### src/design/fcs_pkg.sv
package fcs_pkg;

	// Request and result payloads.
	typedef struct packed {
		logic [31:0] target_freq;
		logic [31:0] current_freq;
	} req_t;

	typedef struct packed {
		logic        bad_request;
		logic        improved;
		logic        target_hit;
		logic [1:0]  src_sel;
		logic [2:0]  div_sel;
		logic        exact_sel;
		logic [1:0]  rng_sel;
		logic [31:0] out_freq;
	} rsp_t;

	// One candidate configuration as it enters the minimum search.
	typedef struct packed {
		logic        valid;
		logic        improved;
		logic [31:0] gap;
		logic [31:0] freq;
		logic [1:0]  src;
		logic [2:0]  div;
		logic        exact;
		logic [1:0]  rng;
	} cand_t;

	localparam int N_LEAF = 16;
	localparam int N_IN   = 3;

	localparam logic [31:0] WIN_MIN   = 32'd31250;
	localparam logic [31:0] WIN_MAX   = 32'd39062;
	localparam logic [19:0] REF_LO    = 20'd32767;
	localparam logic [19:0] REF_HI    = 20'd32769;
	localparam logic [31:0] LOW_SPLIT = 32'd32786;

	localparam logic [31:0] RNG0_MIN = 32'd20000000;
	localparam logic [31:0] RNG0_MAX = 32'd25000000;
	localparam logic [31:0] RNG1_MIN = 32'd40000000;
	localparam logic [31:0] RNG1_MAX = 32'd50000000;
	localparam logic [31:0] RNG2_MIN = 32'd60000000;
	localparam logic [31:0] RNG2_MAX = 32'd75000000;
	localparam logic [31:0] RNG3_MIN = 32'd80000000;
	localparam logic [31:0] RNG3_MAX = 32'd100000000;

	// Reciprocals for division by 5 and by 3 of a 32-bit value.
	localparam logic [31:0] RECIP5 = 32'hCCCCCCCD;
	localparam logic [31:0] RECIP3 = 32'hAAAAAAAB;

	localparam logic [1:0] SRC_OSC0 = 2'd0;
	localparam logic [1:0] SRC_IRC  = 2'd2;
	localparam logic [2:0] DIV_IRC  = 3'd1;

	localparam logic CFG_IRC  = 1'b0;
	localparam logic CFG_OSC0 = 1'b1;

	// FLL multiplication factor of each range.
	function automatic logic [11:0] rng_fac(input logic [1:0] r);
		logic [11:0] f;
		case (r)
			2'd0: f = 12'd640;
			2'd1: f = 12'd1280;
			2'd2: f = 12'd1920;
			2'd3: f = 12'd2560;
			default: f = 12'd640;
		endcase
		return f;
	endfunction

	// Output frequency of each range in exact-reference mode.
	function automatic logic [31:0] rng_ref(input logic [1:0] r);
		logic [31:0] f;
		case (r)
			2'd0: f = 32'd24000000;
			2'd1: f = 32'd48000000;
			2'd2: f = 32'd72000000;
			2'd3: f = 32'd96000000;
			default: f = 32'd24000000;
		endcase
		return f;
	endfunction

	function automatic logic [31:0] absdiff(input logic [31:0] a, input logic [31:0] b);
		return (a < b) ? (b - a) : (a - b);
	endfunction

	// A valid right candidate wins if the left is invalid or strictly farther; the earlier one keeps ties.
	function automatic cand_t pick(input cand_t a, input cand_t b);
		if (b.valid && (!a.valid || (b.gap < a.gap)))
			return b;
		return a;
	endfunction

endpackage

### src/design/fcs_min_tree.sv
module fcs_min_tree
	import fcs_pkg::*;
(
	input  logic  clk,
	input  cand_t leaf [N_LEAF],
	output cand_t win_s5
);

	cand_t quad_s4 [4];

	// First stage: each group of four leaves reduces to one.
	always_ff @(posedge clk) begin
		for (int g = 0; g < 4; g++) begin
			quad_s4[g] <= pick(pick(leaf[4*g], leaf[4*g+1]),
				pick(leaf[4*g+2], leaf[4*g+3]));
		end
	end

	// Second stage: the four group winners reduce to the final one.
	always_ff @(posedge clk) begin
		win_s5 <= pick(pick(quad_s4[0], quad_s4[1]), pick(quad_s4[2], quad_s4[3]));
	end

endmodule

### src/design/fll_clock_config_search.sv
// FLL clock configuration search.
// A request (target and current best frequency) is taken at a rising edge with
// start high and busy low. busy is always low, so a request may come every cycle.
// Each request gives exactly one result on rsp, marked by done for one cycle;
// results leave in request order. The pipeline has five register stages: range
// choice and the reciprocal multiplies for the dividers 1280 and 1536, divider
// selection, the FLL products, the first level of the closest-candidate search,
// and the last. The receiver cannot hold results off and the pipeline never
// stalls. Configuration (cfg_we, cfg_idx, cfg_wdata) is to be written by the
// user only while no request is in flight; the block does not enforce it.
// Index 0 is the slow internal clock frequency, index 1 the oscillator 0
// frequency. Reset sets them to 32768 Hz and 0 Hz and empties the pipeline;
// no result is produced for a request lost to reset.
module fll_clock_config_search
	import fcs_pkg::*;
(
	input  logic        clk,
	input  logic        arst_n,
	input  logic        start,
	output logic        busy,
	input  req_t        req,
	output logic        done,
	output rsp_t        rsp,
	input  logic        cfg_we,
	input  logic        cfg_idx,
	input  logic [31:0] cfg_wdata
);

	logic [19:0] irc_q;
	logic [31:0] osc0_q;

	// Configuration registers.
	always_ff @(posedge clk or negedge arst_n) begin
		if (!arst_n) begin
			irc_q  <= 20'd32768;
			osc0_q <= 32'd0;
		end else if (cfg_we) begin
			case (cfg_idx)
				CFG_IRC:  irc_q  <= cfg_wdata[19:0];
				CFG_OSC0: osc0_q <= cfg_wdata;
				default:  ;
			endcase
		end
	end

	assign busy = 1'b0;

	logic accept;
	assign accept = start && !busy;

	// Valid bits.
	logic v_s1, v_s2, v_s3, v_s4, v_s5;
	always_ff @(posedge clk or negedge arst_n) begin
		if (!arst_n) begin
			v_s1 <= 1'b0;
			v_s2 <= 1'b0;
			v_s3 <= 1'b0;
			v_s4 <= 1'b0;
			v_s5 <= 1'b0;
		end else begin
			v_s1 <= accept;
			v_s2 <= v_s1;
			v_s3 <= v_s2;
			v_s4 <= v_s3;
			v_s5 <= v_s4;
		end
	end

	// Stage 1: range choice and reciprocal multiplies.
	logic [31:0] tgt_s1, cur_s1, osc_s1;
	logic [19:0] irc_s1;
	logic [1:0]  r0_s1, r1_s1;
	logic        two_s1;
	logic [55:0] m5_s1;
	logic [54:0] m3_s1;
	logic [1:0]  r0_d, r1_d;
	logic        two_d;
	logic [31:0] t;

	always_comb begin
		t     = req.target_freq;
		r0_d  = 2'd0;
		r1_d  = 2'd0;
		two_d = 1'b0;
		if (t <= RNG0_MIN)      r0_d = 2'd0;
		else if (t >= RNG3_MAX) r0_d = 2'd3;
		else if (t <= RNG0_MAX) r0_d = 2'd0;
		else if (t < RNG1_MIN) begin
			r0_d = 2'd0; r1_d = 2'd1; two_d = 1'b1;
		end else if (t <= RNG1_MAX) r0_d = 2'd1;
		else if (t < RNG2_MIN) begin
			r0_d = 2'd1; r1_d = 2'd2; two_d = 1'b1;
		end else if (t <= RNG2_MAX) r0_d = 2'd2;
		else if (t < RNG3_MIN) begin
			r0_d = 2'd2; r1_d = 2'd3; two_d = 1'b1;
		end else r0_d = 2'd3;
	end

	always_ff @(posedge clk) begin
		tgt_s1 <= req.target_freq;
		cur_s1 <= req.current_freq;
		osc_s1 <= osc0_q;
		irc_s1 <= irc_q;
		r0_s1  <= r0_d;
		r1_s1  <= r1_d;
		two_s1 <= two_d;
		m5_s1  <= osc0_q[31:8] * RECIP5;
		m3_s1  <= osc0_q[31:9] * RECIP3;
	end

	// Stage 2: FLL input frequencies from each source.
	logic [31:0] tgt_s2, cur_s2;
	logic [1:0]  r0_s2, r1_s2;
	logic        two_s2;
	logic [19:0] f_s2 [N_IN];
	logic [2:0]  id_s2 [N_IN];
	logic        fv_s2 [N_IN];
	logic [31:0] q [8];
	logic [7:0]  fit;
	logic [15:0] hf [2];
	logic [2:0]  hid [2];
	logic        hv [2];
	logic [1:0]  cnt;
	logic        hi_path, lo_fit;

	always_comb begin
		for (int k = 0; k < 6; k++) q[k] = osc_s1 >> (5 + k);
		q[6] = {10'd0, m5_s1[55:34]};
		q[7] = {10'd0, m3_s1[54:33]};
		for (int k = 0; k < 8; k++) fit[k] = (q[k] >= WIN_MIN) && (q[k] <= WIN_MAX);
		hi_path = osc_s1 >= LOW_SPLIT;
		lo_fit  = (osc_s1 > WIN_MIN) && (osc_s1 < LOW_SPLIT);
		cnt = 2'd0;
		for (int s = 0; s < 2; s++) begin
			hf[s] = 16'd0; hid[s] = 3'd0; hv[s] = 1'b0;
		end
		// Keep the first two dividers whose quotient lands in the window.
		for (int k = 0; k < 8; k++) begin
			if (fit[k] && cnt == 2'd0) begin
				hf[0] = q[k][15:0]; hid[0] = 3'(k); hv[0] = 1'b1; cnt = 2'd1;
			end else if (fit[k] && cnt == 2'd1) begin
				hf[1] = q[k][15:0]; hid[1] = 3'(k); hv[1] = 1'b1; cnt = 2'd2;
			end
		end
	end

	always_ff @(posedge clk) begin
		tgt_s2   <= tgt_s1;
		cur_s2   <= cur_s1;
		r0_s2    <= r0_s1;
		r1_s2    <= r1_s1;
		two_s2   <= two_s1;
		f_s2[0]  <= irc_s1;
		id_s2[0] <= DIV_IRC;
		fv_s2[0] <= 1'b1;
		if (hi_path) begin
			f_s2[1] <= {4'd0, hf[0]}; id_s2[1] <= hid[0]; fv_s2[1] <= hv[0];
			f_s2[2] <= {4'd0, hf[1]}; id_s2[2] <= hid[1]; fv_s2[2] <= hv[1];
		end else begin
			f_s2[1] <= {4'd0, osc_s1[15:0]}; id_s2[1] <= 3'd0; fv_s2[1] <= lo_fit;
			f_s2[2] <= 20'd0;                id_s2[2] <= 3'd0; fv_s2[2] <= 1'b0;
		end
	end

	// Stage 3: standard FLL products for each input and range.
	logic [31:0] tgt_s3, cur_s3;
	logic [1:0]  r0_s3, r1_s3;
	logic        two_s3;
	logic [31:0] prod_s3 [N_IN][2];
	logic [2:0]  id_s3 [N_IN];
	logic        fv_s3 [N_IN];
	logic        near_s3 [N_IN];

	always_ff @(posedge clk) begin
		tgt_s3 <= tgt_s2;
		cur_s3 <= cur_s2;
		r0_s3  <= r0_s2;
		r1_s3  <= r1_s2;
		two_s3 <= two_s2;
		for (int d = 0; d < N_IN; d++) begin
			prod_s3[d][0] <= {12'd0, f_s2[d]} * {20'd0, rng_fac(r0_s2)};
			prod_s3[d][1] <= {12'd0, f_s2[d]} * {20'd0, rng_fac(r1_s2)};
			id_s3[d]      <= id_s2[d];
			fv_s3[d]      <= fv_s2[d];
			near_s3[d]    <= (f_s2[d] >= REF_LO) && (f_s2[d] <= REF_HI);
		end
	end

	// Candidate list in evaluation order; the current configuration comes first.
	cand_t leaf [N_LEAF];
	always_comb begin
		for (int n = 0; n < N_LEAF; n++) leaf[n] = '0;
		leaf[0].valid = 1'b1;
		leaf[0].gap   = absdiff(tgt_s3, cur_s3);
		leaf[0].freq  = cur_s3;
		for (int d = 0; d < N_IN; d++) begin
			for (int i = 0; i < 2; i++) begin
				for (int e = 0; e < 2; e++) begin
					leaf[1+d*4+i*2+e].valid = fv_s3[d] && (i == 0 || two_s3) &&
						(e == 0 || near_s3[d]);
					leaf[1+d*4+i*2+e].improved = 1'b1;
					leaf[1+d*4+i*2+e].rng   = (i == 0) ? r0_s3 : r1_s3;
					leaf[1+d*4+i*2+e].freq  = (e == 0) ? prod_s3[d][i] :
						rng_ref((i == 0) ? r0_s3 : r1_s3);
					leaf[1+d*4+i*2+e].gap   = absdiff(leaf[1+d*4+i*2+e].freq, tgt_s3);
					leaf[1+d*4+i*2+e].src   = (d == 0) ? SRC_IRC : SRC_OSC0;
					leaf[1+d*4+i*2+e].div   = id_s3[d];
					leaf[1+d*4+i*2+e].exact = (e == 1);
				end
			end
		end
	end

	// Stages 4 and 5: closest-candidate search.
	cand_t win_s5;
	fcs_min_tree u_tree (
		.clk    (clk),
		.leaf   (leaf),
		.win_s5 (win_s5)
	);

	logic bad_s4, bad_s5;
	always_ff @(posedge clk) begin
		bad_s4 <= (cur_s3 == 32'd0);
		bad_s5 <= bad_s4;
	end

	// Result formatting.
	always_comb begin
		rsp = '0;
		if (bad_s5) begin
			rsp.bad_request = 1'b1;
		end else if (win_s5.improved) begin
			rsp.improved   = 1'b1;
			rsp.target_hit = (win_s5.gap == 32'd0);
			rsp.src_sel    = win_s5.src;
			rsp.div_sel    = win_s5.div;
			rsp.exact_sel  = win_s5.exact;
			rsp.rng_sel    = win_s5.rng;
			rsp.out_freq   = win_s5.freq;
		end
	end

	assign done = v_s5;

	// Every request gives one result and every result comes from a request.
	a_latency: assert property (@(posedge clk) disable iff (!arst_n)
		accept |-> ##5 done) else $error("request without result");
	a_no_spurious: assert property (@(posedge clk) disable iff (!arst_n)
		done |-> $past(accept, 5)) else $error("result without request");
	a_bad_clean: assert property (@(posedge clk) disable iff (!arst_n)
		done && rsp.bad_request |-> !rsp.improved && rsp.out_freq == 32'd0)
		else $error("bad request carries data");
	a_hit: assert property (@(posedge clk) disable iff (!arst_n)
		done && rsp.target_hit |-> rsp.improved && !rsp.bad_request)
		else $error("target hit without improvement");

endmodule

### config.mk
export PLATFORM = sky130hd
export DESIGN_NAME = fll_clock_config_search
export DESIGN_NICKNAME = d
export VERILOG_FILES = /design/src/design/fcs_pkg.sv /design/src/design/fcs_min_tree.sv /design/src/design/fll_clock_config_search.sv
export SDC_FILE = /design/constraint.sdc
export NUM_CORES = 2
export LEC_CHECK = 0
export ABC_AREA = 0
export BUFFER_PORTS_ARGS = -buffer_cell sky130_fd_sc_hd__buf_2
export CAP_MARGIN = 20
export CORE_ASPECT_RATIO = 0.9
export CORE_MARGIN = 10
export CORE_UTILIZATION = 42
export DETAILED_ROUTE_END_ITERATION = 7
export GPL_TIMING_DRIVEN = 0
export PLACE_DENSITY = 0.56
export REMOVE_ABC_BUFFERS = 1
export SLEW_MARGIN = 20
export SYNTH_ARGS = -nofsm -noshare
export SYNTH_HDL_FRONTEND = slang
export SYNTH_SLANG_ARGS = --single-unit
### constraint.sdc
create_clock -name clk -period 20.4 [get_ports clk]
set_input_delay 4.08 -clock clk [delete_from_list [all_inputs] [get_ports clk]]
set_output_delay 4.08 -clock clk [all_outputs]
set_load 0.02 [all_outputs]
* Word-level counts from Yosys, hierarchy flattened
Memory sizes are Yosys's and may differ from the RTL's. Cells that the tools add are included.
Word-level totals: memories 8, flip-flop bits (word level) 502, RAM bits 575, input bits 101, word-level logic and storage cells 392
Memory list:
- u_tree.quad_s4 | words 4, width 74, rd ports 4, clocked after memory_dff 0, wr ports 4, line fcs_min_tree.sv:9 | cand_t quad_s4 [4];
- prod_s3 | words 3, width 64, rd ports 3, clocked after memory_dff 0, wr ports 3, line fll_clock_config_search.sv:169 | logic [31:0] prod_s3 [N_IN][2];
- f_s2 | words 3, width 20, rd ports 3, clocked after memory_dff 0, wr ports 3, line fll_clock_config_search.sv:115 | logic [19:0] f_s2 [N_IN];
- id_s2 | words 3, width 3, rd ports 3, clocked after memory_dff 0, wr ports 3, line fll_clock_config_search.sv:116 | logic [2:0] id_s2 [N_IN];
- id_s3 | words 3, width 3, rd ports 3, clocked after memory_dff 0, wr ports 3, line fll_clock_config_search.sv:170 | logic [2:0] id_s3 [N_IN];
- fv_s2 | words 3, width 1, rd ports 3, clocked after memory_dff 0, wr ports 3, line fll_clock_config_search.sv:117 | logic fv_s2 [N_IN];
- +2 memories
Cells by class: mux-type cells 156, reduce and logical (&&, ||, !) cells 86, $mul 8, order comparisons 54, equality and inequality tests 19, bitwise gates (word level) 7, add/subtract/negate cells 18
Operators by type and width (number):
- 2-to-1 mux 74 bit | 22
- < comparator 32 bit | 21
- subtractor 32 bit | 18
- 2-to-1 mux 16 bit | 22
- 2-to-1 mux 32 bit | 9
- case mux 32 bit (4 select lines) | 2
- multiplier 20 x 12 -> 32 bit | 6
- 2-to-1 mux 73 bit | 2
- case mux 12 bit (4 select lines) | 2
- 2-to-1 mux 42 bit | 2
- greater-or-equal comparator 22 x 15 -> 1 bit (second input constant) | 3
- <= comparator 22 x 16 -> 1 bit (second input constant) | 3
- <= comparator 32 x 25 -> 1 bit (second input constant) | 2
- logical NOT 32 bit | 2
- < comparator 32 x 26 -> 1 bit (second input constant) | 2
- greater-or-equal comparator 20 x 15 -> 1 bit (second input constant) | 3
- <= comparator 20 x 16 -> 1 bit (second input constant) | 3
- 2-to-1 mux 3 bit | 20
- multiplier 24 x 32 -> 56 bit (second input constant) | 1
- multiplier 23 x 32 -> 55 bit (second input constant) | 1
- 2-to-1 mux 1 bit | 53
- logical AND 1 bit | 47
- 2-to-1 mux 2 bit | 20
- 2-to-1 mux 20 bit | 2
- 27 further kinds | 80

* Logic depth before layout (Yosys ltp)
depth in word-level cells 32, gate-level depth with buffers 55

* Modules after synthesis
From an unflattened synthesis, not the netlist that was laid out.
Second synthesis, totals: cell total of the unflattened synthesis 11799, area total of the unflattened synthesis 103346.6 um2
By module, submodules not included:
- fll_clock_config_search | cells an instance 8232, times used 1, area an instance 72457.0 um2, sequential area each 11797.6 um2
- fcs_min_tree | cells an instance 3567, times used 1, area an instance 30889.6 um2, sequential area each 7407.1 um2

* Least setup slack after synthesis
No wires, ideal clock.
path kind reg-to-reg, start register r0_s3[1], end memory u_tree.quad_s4[0][15] in the netlist's numbering, arrival 9.390 ns, cell stages (with the launch flop) 47, path buffers 7, clock period less this slack 9.523 ns, path slack 10.877 ns, data required time 20.266 ns, cell sequence dfxtp_1 inv_1 ha_1 nor2_1 ha_1 clkbuf_1 a21oi_1 o21ai_0 o21bai_1 a21oi_1 nor2_1 clkbuf_1 clkbuf_1 a21oi_1 a31oi_1 o22ai_1 a22o_1 a221oi_1 [11 not listed] nor2_1 a21oi_1 ha_1 a21o_1 a21o_1 a21oi_1 nor2b_1 o21ai_0 nand2b_1 a21oi_1 nor2b_1 o21ai_0 a21oi_1 nor4_1 o31a_1 clkbuf_1 clkbuf_1 o22ai_1
RTL lines:
- start: declaration | line fll_clock_config_search.sv:167 | logic [1:0] r0_s3, r1_s3;
- start signal: assignment | line fll_clock_config_search.sv:177 | r0_s3 <= r0_s2;
- end: declaration | line fcs_min_tree.sv:9

==> run metrics <==
status completed; via-per-instance ratio approximately 5.7; largest net degree at the start of global routing 74; Worst Hold End cur_s2[26]; fin cells 13781; most common library cell in the layout ignoring fill and taps ha_1; area share of fa/ha/maj cells after synthesis 35.0%; HP Start cur_s1[26]; post-synthesis sequential area ratio 19.2%; Rel. slew slack 12.8%; num rows 164; CP max stage delay 1.18 ns; Startpoint Class register; Placer Congestion 0.989; largest family of logic cells by synthesized area adder cells; number of DRC markers in iteration 0 7200; clk buf depth 3; critical path class reg -> reg; Die H approximately 470 µm; layout cells sized above 1 6.92%; Peak Freq just under 70 MHz; Final Skew 0.0590 ns; Fin. Hold Viols 0; pre-CTS setup slack 6.31 ns; Initial Util between 40 and 50%; Slew @ Worst Pin 1.31 ns; commonest non-fill, non-tap cells in the layout 1608 x ha_1, 1294 x inv_1, 861 x a21oi_1, 802 x dfxtp_1, 786 x nand2_1; cell count of the worst reg-to-reg path 49; syn avg cell area 8.63 µm²; Setup crit end kind register; max-cap viol count 0; Yosys warnings 0; clk root buf clkbuf_16; Yosys cell types 111; CP max-delay cell dfxtp_1; fin crit share between 70% and 80%; Synth Flop Type dfxtp_1; synthesis-stage register bit count 884; area grow syn2layout 9.16%; CTS buffer count 100; final std cell area, no fill 102000 µm²; post-synthesis mux area share under 10%; RSZ-0062 raised after global routing false; cts hold-fix bufs 0; XOR/XNOR share of the synthesized area 4.04%; r2r setup slk 5.78 ns; core area 222000 µm²; Synth Area in Simple Gates 13.4%; # nets final 13041; total track usage 28.9%; Final setup viols 0; placed cell count 13589; DR vias ~79000; setup slack after layout 5.78 ns; I/O pin count ~150; first-pass GRT wire length 526000 µm; antenna violations before repair 14; post-cts resize count 0; Crit Path Max Fanout 19; worst hold path type reg -> reg; worst-skew pair later-pin latency 0.80 ns; drt pass-1 iters 6; Overflow after GRT 0; Final Critical Period roughly 15 ns; hpwl dp 298000 µm; routed length per instance roughly 26 µm; ANT nets after route 0; CTS tree done; WHS Path Cells 0; Synth Area in Compound Gates 16.9%; RR Endpoint u_tree.quad_s4[2][16]; Fillers 21624; Reg clk slew, reported paths 0.07 ns; Synth Instances 10848; Die Wd roughly 520 µm; RR Startpoint r1_s3[1]; H-tree level count 3; # Post-CTS Setup Buffers 0; Arr. time, crit path 15.26 ns; Post-synth ARST share between 6 and 7%; final WL 361000 µm; Post-Syn Area 93600 µm²; Final Core Density 46.1%; final routed DRC violation total 0; Post-synth EDFFs 0; Area after DPL 98600 µm²; Slew Limit Fails 0; vias in the first global route 77438; CTS sink count 884; # port buffers 143; Required @ worst endpoint ~21 ns; Die Area 242000 µm²
[routing by layer]
layer  part of all wire [%]  GRT usage (%)  vias up
li1                       -              -    36832
met1                     44           38.4    38155
met2                     43           44.8     2883
met3                    7.3           5.47      716
met4                    6.3           14.6        2
met5                 0.0019              0        -
[cell usage after synthesis (40+ instances only)]
cell type | number | area [µm²]
a211oi_1 | 74 | 556
a21o_1 | 299 | 2240
a21oi_1 | 865 | 4330
a221oi_1 | 40 | 350
a31oi_1 | 56 | 350
and2_1 | 134 | 838
buf_1 | 46 | 173
clkbuf_1 | 384 | 1440
dfrtp_1 | 56 | 1400
dfxtp_1 | 827 | 16600
fa_1 | 623 | 12500
ha_1 | 1614 | 20200
inv_1 | 1308 | 4910
mux2_2 | 124 | 1400
mux2i_1 | 228 | 2280
nand2_1 | 790 | 2970
nand2b_1 | 165 | 1030
nand3_1 | 130 | 651
nand4_1 | 120 | 751
nor2_1 | 657 | 2470
nor2b_1 | 235 | 1470
nor3_1 | 137 | 686
nor4_1 | 48 | 300
o211ai_1 | 57 | 428
o21a_1 | 96 | 721
o21ai_0 | 493 | 2470
o21bai_1 | 111 | 833
o31ai_1 | 50 | 375
xnor2_1 | 339 | 2970
xor2_1 | 90 | 788
[how the worst max path moves through the flow]
stage,cells past startpoint,endpoint,slack (ns),start
2_1_floorplan,34,u_tree.quad_s4[0][0],2.82,tgt_s3[3]
3_3_place_gp,31,u_tree.quad_s4[0][22],-11.50,tgt_s3[19]
3_5_place_dp,49,u_tree.quad_s4[2][16],6.31,r1_s3[1]
4_1_cts,49,u_tree.quad_s4[2][16],6.24,r1_s3[1]
5_1_grt,45,u_tree.quad_s4[0][22],5.71,r0_s3[1]
6_report,49,u_tree.quad_s4[2][16],5.78,r1_s3[1]
[state kept, by name, indices dropped and copies added (netlist names), 3 cells and up]
name            cells
cur_s2             32
f_s2               52
u_tree.quad_s4    237
u_tree.win_s5      72
m3_s1              23
id_s3               6
prod_s3           142
irc_s1             20
osc0_q             32
m5_s1              23
osc_s1             30
cur_s3             32
id_s2               6
tgt_s1             32
tgt_s3             32
cur_s1             32
tgt_s2             32
near_s3             3
irc_q              20
[cell families after synthesis]
logic type / count (synthesis)
buffers and inverters: 1808
multiplexers: 355
adder cells (fa/ha/maj): 2251
AO/OA/AOI/OAI: 2509
other: 2
flip-flops: 884
AND/OR/NAND/NOR: 2609
XOR/XNOR: 430
[through the flow]
step                hold WS, ns  setup TNS (ns)
global route              0.306               0
detailed placement        0.312               0
floorplan                 0.310               0
CTS                       0.308               0
finish                    0.308               0
global placement          0.310        -1181.67
[final cells by class]
type                            instances  area, µm²  share of cell area [%]
Multi-Input combinational cell       8157      69200                    67.7
Sequential cell                       884      18000                    17.6
Inverter                             1313       4930                    4.82
Tap cell                             2988       3740                    3.66
Timing Repair Buffer                  247       2750                    2.69
Clock buffer                          117       2690                    2.63
Clock inverter                         70        886                   0.867
Antenna cell                            5       12.5                  0.0122
[worst max-delay path: cells and delay by family, from the launching register on]
family / cells / cell delay, ns
xor gates and xnor gates: 1 / 0.44
AOI/OAI and AO/OA: 24 / 6.63
and+or+nand+nor: 14 / 2.14
buffers and inverters: 6 / 2.04
adders and majority gates: 4 / 1.92
DFF: 1 / 1.18
Power is not shown: default switching activity piles up to over one toggle a cycle in this logic, so the estimate is an artifact.
